$ cat config.mk
export PLATFORM = sky130hd
export DESIGN_NAME = scs_ctrl
export DESIGN_NICKNAME = d
export VERILOG_FILES = /design/src/scs_pkg.sv /design/src/scs_ctrl.sv
export SDC_FILE = /design/constraint.sdc
export NUM_CORES = 1
export LEC_CHECK = 0
export BUFFER_PORTS_ARGS = -buffer_cell sky130_fd_sc_hd__buf_2
export CAP_MARGIN = 40
export CORE_AREA = 3 3 40 42
export DETAILED_ROUTE_END_ITERATION = 10
export DIE_AREA = 0 0 43 45
export SYNTH_ARGS = -nofsm -noshare
export SYNTH_HDL_FRONTEND = slang
export SYNTH_SLANG_ARGS = --single-unit
$ cat constraint.sdc
create_clock -name clk -period 2.2 [get_ports clk]
set_input_delay 0.11 -clock clk [delete_from_list [all_inputs] [get_ports clk]]
set_output_delay 0.11 -clock clk [all_outputs]
set_load 0.01 [all_outputs]
$ cat src/scs_pkg.sv
// ----------------------------------------------------------------------------
// Shadow call stack package
// Shared types, opcode constants and instruction decode helpers for the
// shadow call stack tracker.
// ----------------------------------------------------------------------------
package scs_pkg;

  // Result event codes.
  localparam logic [1:0] EV_NONE    = 2'd0;
  localparam logic [1:0] EV_PUSH    = 2'd1;
  localparam logic [1:0] EV_POP     = 2'd2;
  localparam logic [1:0] EV_COMPACT = 2'd3;

  // Item kinds.
  localparam logic OP_BLOCK_END = 1'b0;
  localparam logic OP_QUERY     = 1'b1;

  // x86 opcodes of interest.
  localparam logic [7:0] OPC_CALL_FAR  = 8'h9a;
  localparam logic [7:0] OPC_CALL_REL  = 8'he8;
  localparam logic [7:0] OPC_GROUP5    = 8'hff;
  localparam logic [7:0] OPC_RET_IMM   = 8'hc2;
  localparam logic [7:0] OPC_RET       = 8'hc3;
  localparam logic [7:0] OPC_RETF_IMM  = 8'hca;
  localparam logic [7:0] OPC_RETF      = 8'hcb;

  // ModRM reg field values that make group 5 a call.
  localparam logic [2:0] REG_CALL_NEAR = 3'd2;
  localparam logic [2:0] REG_CALL_FAR  = 3'd3;

  // Commands from the controller to the datapath.
  typedef struct packed {
    logic latch;    // capture the accepted item
    logic rd_top;   // read the top frame from the stores
    logic exec;     // apply the push, pop or compaction
    logic load;     // load the result register
  } scs_cmd_t;

  function automatic logic is_call(input logic [7:0] b0, input logic [7:0] b1);
    logic [2:0] reg_field;
    reg_field = b1[5:3];
    return (b0 == OPC_CALL_FAR) || (b0 == OPC_CALL_REL) ||
           ((b0 == OPC_GROUP5) &&
            ((reg_field == REG_CALL_NEAR) || (reg_field == REG_CALL_FAR)));
  endfunction

  function automatic logic is_ret(input logic [7:0] b0);
    return (b0 == OPC_RET_IMM) || (b0 == OPC_RET) ||
           (b0 == OPC_RETF_IMM) || (b0 == OPC_RETF);
  endfunction

endpackage

$ cat src/scs_ctrl.sv
// ----------------------------------------------------------------------------
// Shadow call stack controller
// Sequences one item through top read, update, re-read and result load.
// ----------------------------------------------------------------------------
module scs_ctrl (
  input  logic            clk,
  input  logic            rst,
  input  logic            item_valid,
  output logic            item_stall,
  input  logic            out_free,
  output scs_pkg::scs_cmd_t cmd
);
  import scs_pkg::*;

  typedef enum logic [4:0] {
    S_IDLE = 5'b00001,
    S_RD1  = 5'b00010,
    S_EXEC = 5'b00100,
    S_RD2  = 5'b01000,
    S_CMP  = 5'b10000
  } state_t;

  state_t state, state_next;

  assign item_stall = (state != S_IDLE);

  always_comb begin
    state_next = state;
    cmd        = '0;
    case (state)
      S_IDLE: begin
        if (item_valid) begin
          cmd.latch  = 1'b1;
          state_next = S_RD1;
        end
      end
      S_RD1: begin
        cmd.rd_top = 1'b1;
        state_next = S_EXEC;
      end
      S_EXEC: begin
        cmd.exec   = 1'b1;
        state_next = S_RD2;
      end
      S_RD2: begin
        cmd.rd_top = 1'b1;
        state_next = S_CMP;
      end
      S_CMP: begin
        if (out_free) begin
          cmd.load   = 1'b1;
          state_next = S_IDLE;
        end
      end
      default: begin
        state_next = S_IDLE;
      end
    endcase
  end

  always_ff @(posedge clk) begin
    if (rst) begin
      state <= S_IDLE;
    end else begin
      state <= state_next;
    end
  end

endmodule

* After elaboration in Yosys (flattened, before gate mapping) *
Cells that the tools add are included.
W data, S select, Z words.

operators by class
  equal/unequal tests = 8
  multiplexer cells = 9
  reductions and logical operators = 2

operators with widths
  kind                  count
  $pmux W5 S5           1
  $mux W5               2
  $mux W1               6
  $eq A5 B1 Y1 const B  1
  $eq A5 B2 Y1 const B  1
  $eq A5 B3 Y1 const B  1
  $eq A5 B4 Y1 const B  1
  $eq A5 B5 Y1 const B  1
  $ne A5 B1 Y1 const B  1
  $ne A2 B2 Y1 const B  2
  $reduce_and A2 Y1     1
  $reduce_or A2 Y1      1

word-level totals
  register bits = 5
  input bits = 4
  output and inout port bits = 5

* Logic depth before layout (Yosys ltp) *
  word-level depth = 3
  gate-level depth with buffers = 4
  mapped depth without buffers = 3

* Worst setup path after synthesis *
No wires, ideal clock.

  path kind = reg2reg
  start point = register state[2]
  end point = register state[0]
  library setup time = 0.139 ns
  data arrival time = 0.968 ns
  path slack = 1.093 ns
  cell stages (with the launch flop) = 4
  buffers on the path = 0
  clock period less this slack = 1.107 ns
  cells stage by stage = dfxtp_1 > nand2b_1 > a2111oi_2 > o221ai_1

on the way
  word-level cells in the longest chain between the ends = 3
  elaborated cells on any way between the ends = 9
  classes of those cells = eq/ne: 7; mux: 1; reduce/logical: 1

RTL lines
  what                                                 RTL line        text
  start, declared                                      scs_ctrl.sv:23  state_t state, state_next;
  start signal, assigned                               scs_ctrl.sv:65  state <= state_next;
  $eq A5 B5 Y1 / $eq A5 B1 Y1 (equally long branches)  scs_ctrl.sv:30  case (state)
  $ne A2 B2 Y1 (no line)                               n/a
  $reduce_and A2 Y1 (no line)                          n/a

Parallel ways exist; a longest one is shown, timed or not.
A chain may end at the register's enable or synchronous reset.

==> metrics.log <==
[metrics] result of the run: finished clean
[metrics] capturing point of the worst reg2reg path: state[0]$_SDFFE_PP1P_
[metrics] critical path capture point: cmd[3]
[metrics] setup slack at placement: 0.983 ns
[metrics] count of input and output buffers: 8
[metrics] Boundary Pins: 9
[metrics] post-CTS setup repair buffer count: 0
[metrics] setup total negative slack: 0 ns
[metrics] CP max FO: 9
[metrics] relative max-transition margin: 0.752
[metrics] CTS H-Tree Depth: 1
[metrics] power per cell area: 695 nW/um2
[metrics] final worst slack: 0.841 ns
[metrics] Vias: 283
[metrics] launching element of the worst setup path: state[3]$_SDFFE_PP0P_
[metrics] HP Class: primary input to flip-flop
[metrics] Setup crit end kind: output port
[metrics] number of detailed-route iterations in the first pass: 4
[metrics] count of maximum capacitance violations: 0
[metrics] P&R area growth vs syn: 24.7%
[metrics] summed area of non-filler cells in the final layout: 354 um2
[metrics] fmax: 736 MHz
[metrics] Reg2Reg Setup Slack: 0.98 ns
[metrics] count of different cell masters after synthesis: 17
[metrics] final worst-path cycle share: 0.618
[metrics] starting density of the core: 0.221
[metrics] Syn. warnings: 0
[metrics] registers with the most flip-flops: state x5
[metrics] global-route wire length before repair: 1010 um
[metrics] Hold Worst Slack: 0.0910 ns
[metrics] instance count on the critical path: 4
[metrics] Worst-path clk slew: 0.04 ns
[metrics] starting DRC count in detailed routing: 9
[metrics] Worst Path Required: 2.09 ns
[metrics] clock tree from TritonCTS: done
[metrics] per-instance average area after synthesis: 7.89 um2
[metrics] arrival time at the worst endpoint: 1.25 ns
[metrics] overall track demand over capacity in global routing: 0.0774
[metrics] Critical Path Slowest Stage Cell: dfxtp_1
[metrics] number of antenna violations at the first check in global routing: 0
[metrics] final standard cell count with taps included and fillers excluded: 60
[metrics] post-route total power: 246 uW
[metrics] TritonCTS buffer count: 3
[metrics] maximum clock insertion buffer count: 2
[metrics] post-layout net count: 50
[metrics] cell count after placement: 56
[metrics] most common cell after layout, fill and taps aside: buf_2
[metrics] most frequent cell on the critical path: nor2_1
[metrics] number of vias per cell after detailed routing: 4.72
[metrics] full die area: 1940 um2
[metrics] CTS hold repair buffers: 0
[metrics] drt drc: 0
[metrics] number of register bits inferred by synthesis: 5
[metrics] vertical die dimension: 45 um
[metrics] register name with the most flops: state
[metrics] Clock Tree Root: clkbuf_4
[metrics] unrepaired setup endpoints after global routing: false
[metrics] slowest cell delay on critical path: 0.41 ns
[metrics] family of cells with the greatest summed delay on the critical path: simple AND/OR/NAND/NOR gates
[metrics] skew final: 0.00163 ns
[metrics] share of post-route cells with drive strength above 1: 0.267
[metrics] startpoint type of the worst setup path: flip-flop
[metrics] total of cells resized after clock tree synthesis: 0
[metrics] total gr overflow: 0
[metrics] minimum clock period after layout: 1.36 ns
[metrics] HPWL after detailed placement: 479 um
[metrics] Post-Route Utilization: 0.276
[metrics] Clock Latency Late Sink: 0.24 ns
[metrics] Cell Area, Synth: 284 um2
[metrics] Net Count, Synth: 40
[metrics] CP bufs+invs: 1
[metrics] cell area reported after detailed placement: 328 um2
[metrics] number of global-route vias before repair: 260
[metrics] static leakage: 0.146 nW
[metrics] largest net degree at the start of global routing: 10
[metrics] average detailed-routed wire length per instance: 10.2 um
[metrics] ranking of synthesized cells by area: dfxtp_1 35%, nor2_1 9.3%, nor4_1 8.8%
[metrics] Reg-to-Reg Start: state[3]$_SDFFE_PP0P_
[metrics] number of clock sinks: 5
[metrics] setup-violating endpoint count in the final report: 0
[metrics] routability congestion estimate from global placement: 0.827
[metrics] number of pins with negative max-slew slack in the final report: 0
[metrics] type of the worst setup path: flip-flop to output port
[metrics] count of endpoints failing hold in the final timing report: 0
[metrics] Row Count: 13
[metrics] Layout fillers: 139
[metrics] Core Box Area: 1280 um2
[metrics] number of flip-flops in the largest register: 5
[metrics] wire length reported by the detailed router: 611 um
[metrics] cell chain of the critical path: nor2_1 > nand3_1 > nor2_1 > buf_2
[metrics] antenna-violating nets left: 0
[metrics] most frequent cells in the layout: 8 x buf_2, 7 x nor2_1, 5 x dfxtp_1
[metrics] share of the yosys chip area belonging to registers: 0.352
[metrics] Antenna Diode Count: 0
[metrics] Gate Count Post-Synth: 36
[metrics] transition time at the pin with the least slew margin: 0.371 ns
[metrics] leading area contributor after synthesis: dfxtp_1
[metrics] number of cells on the worst reg-to-reg path: 3
[metrics] Worst IR Drop VDD: 288 uV
[metrics] Synth top area share: 0.352
[metrics] Die X: 43 um
cell type report:
type,count,area (um2),share of cell area
inverters,2,7.51,0.0212
multi-input cells,26,161,0.456
repair buffers,8,40.0,0.113
clock buffers,4,26.3,0.0742
flip-flops and latches,5,100,0.283
well taps,15,18.8,0.0530
worst reg2reg max path: stages, from the launching register on:
cell      delay, ns
dfxtp_1        0.41
nor4b_1        0.38
a22o_1         0.21
o221ai_1       0.09
how the worst min path moves through the flow:
stage | startpoint | cells after the start | to | slack, ns
3_3_place_gp | rst | 2 | state[1]$_SDFFE_PP0P_ | 0.34
2_1_floorplan | rst | 1 | state[1]$_SDFFE_PP0P_ | 0.19
3_5_place_dp | rst | 2 | state[1]$_SDFFE_PP0P_ | 0.34
6_report | rst | 2 | state[1]$_SDFFE_PP0P_ | 0.09
4_1_cts | rst | 2 | state[1]$_SDFFE_PP0P_ | 0.09
5_1_grt | rst | 2 | state[1]$_SDFFE_PP0P_ | 0.1
cell families after synthesis:
kind of cell / after synthesis / synth area share
buf+inv: 5 / 0.0793
flops: 5 / 0.352
mux: 1 / 0.0352
xor+xnor: 2 / 0.0617
simple gates: 20 / 0.357
compound gates: 3 / 0.115
Yosys cell counts:
| cell | count |
|---|---|
| nor2_1 | 7 |
| dfxtp_1 | 5 |
| nor4_1 | 4 |
| buf_2 | 3 |
| inv_1 | 2 |
| nand2_1 | 2 |
| nand2b_1 | 2 |
| nor3_1 | 2 |
| a2111oi_2 | 1 |
| a22o_1 | 1 |
| mux2i_1 | 1 |
| nand3_1 | 1 |
| nor4b_1 | 1 |
| o221ai_1 | 1 |
| or2_1 | 1 |
| xnor2_1 | 1 |
| xor2_1 | 1 |
layer usage:
layer,vias up,track usage,part of all wire
met5,-,0,0
met2,14,0.108,0.44
met3,4,0.0279,0.10
met1,120,0.0795,0.43
li1,145,-,-
met4,0,0.102,0.034
report_power, final:
part / internal, mW / switching, mW / total [mW]
registers: 0.0954 / 0.00911 / 0.104
clock network: 0.0684 / 0.0354 / 0.104
logic: 0.0178 / 0.0201 / 0.0379
total: 0.182 / 0.0646 / 0.246
Note: power is estimated with default switching activity, not from simulation.
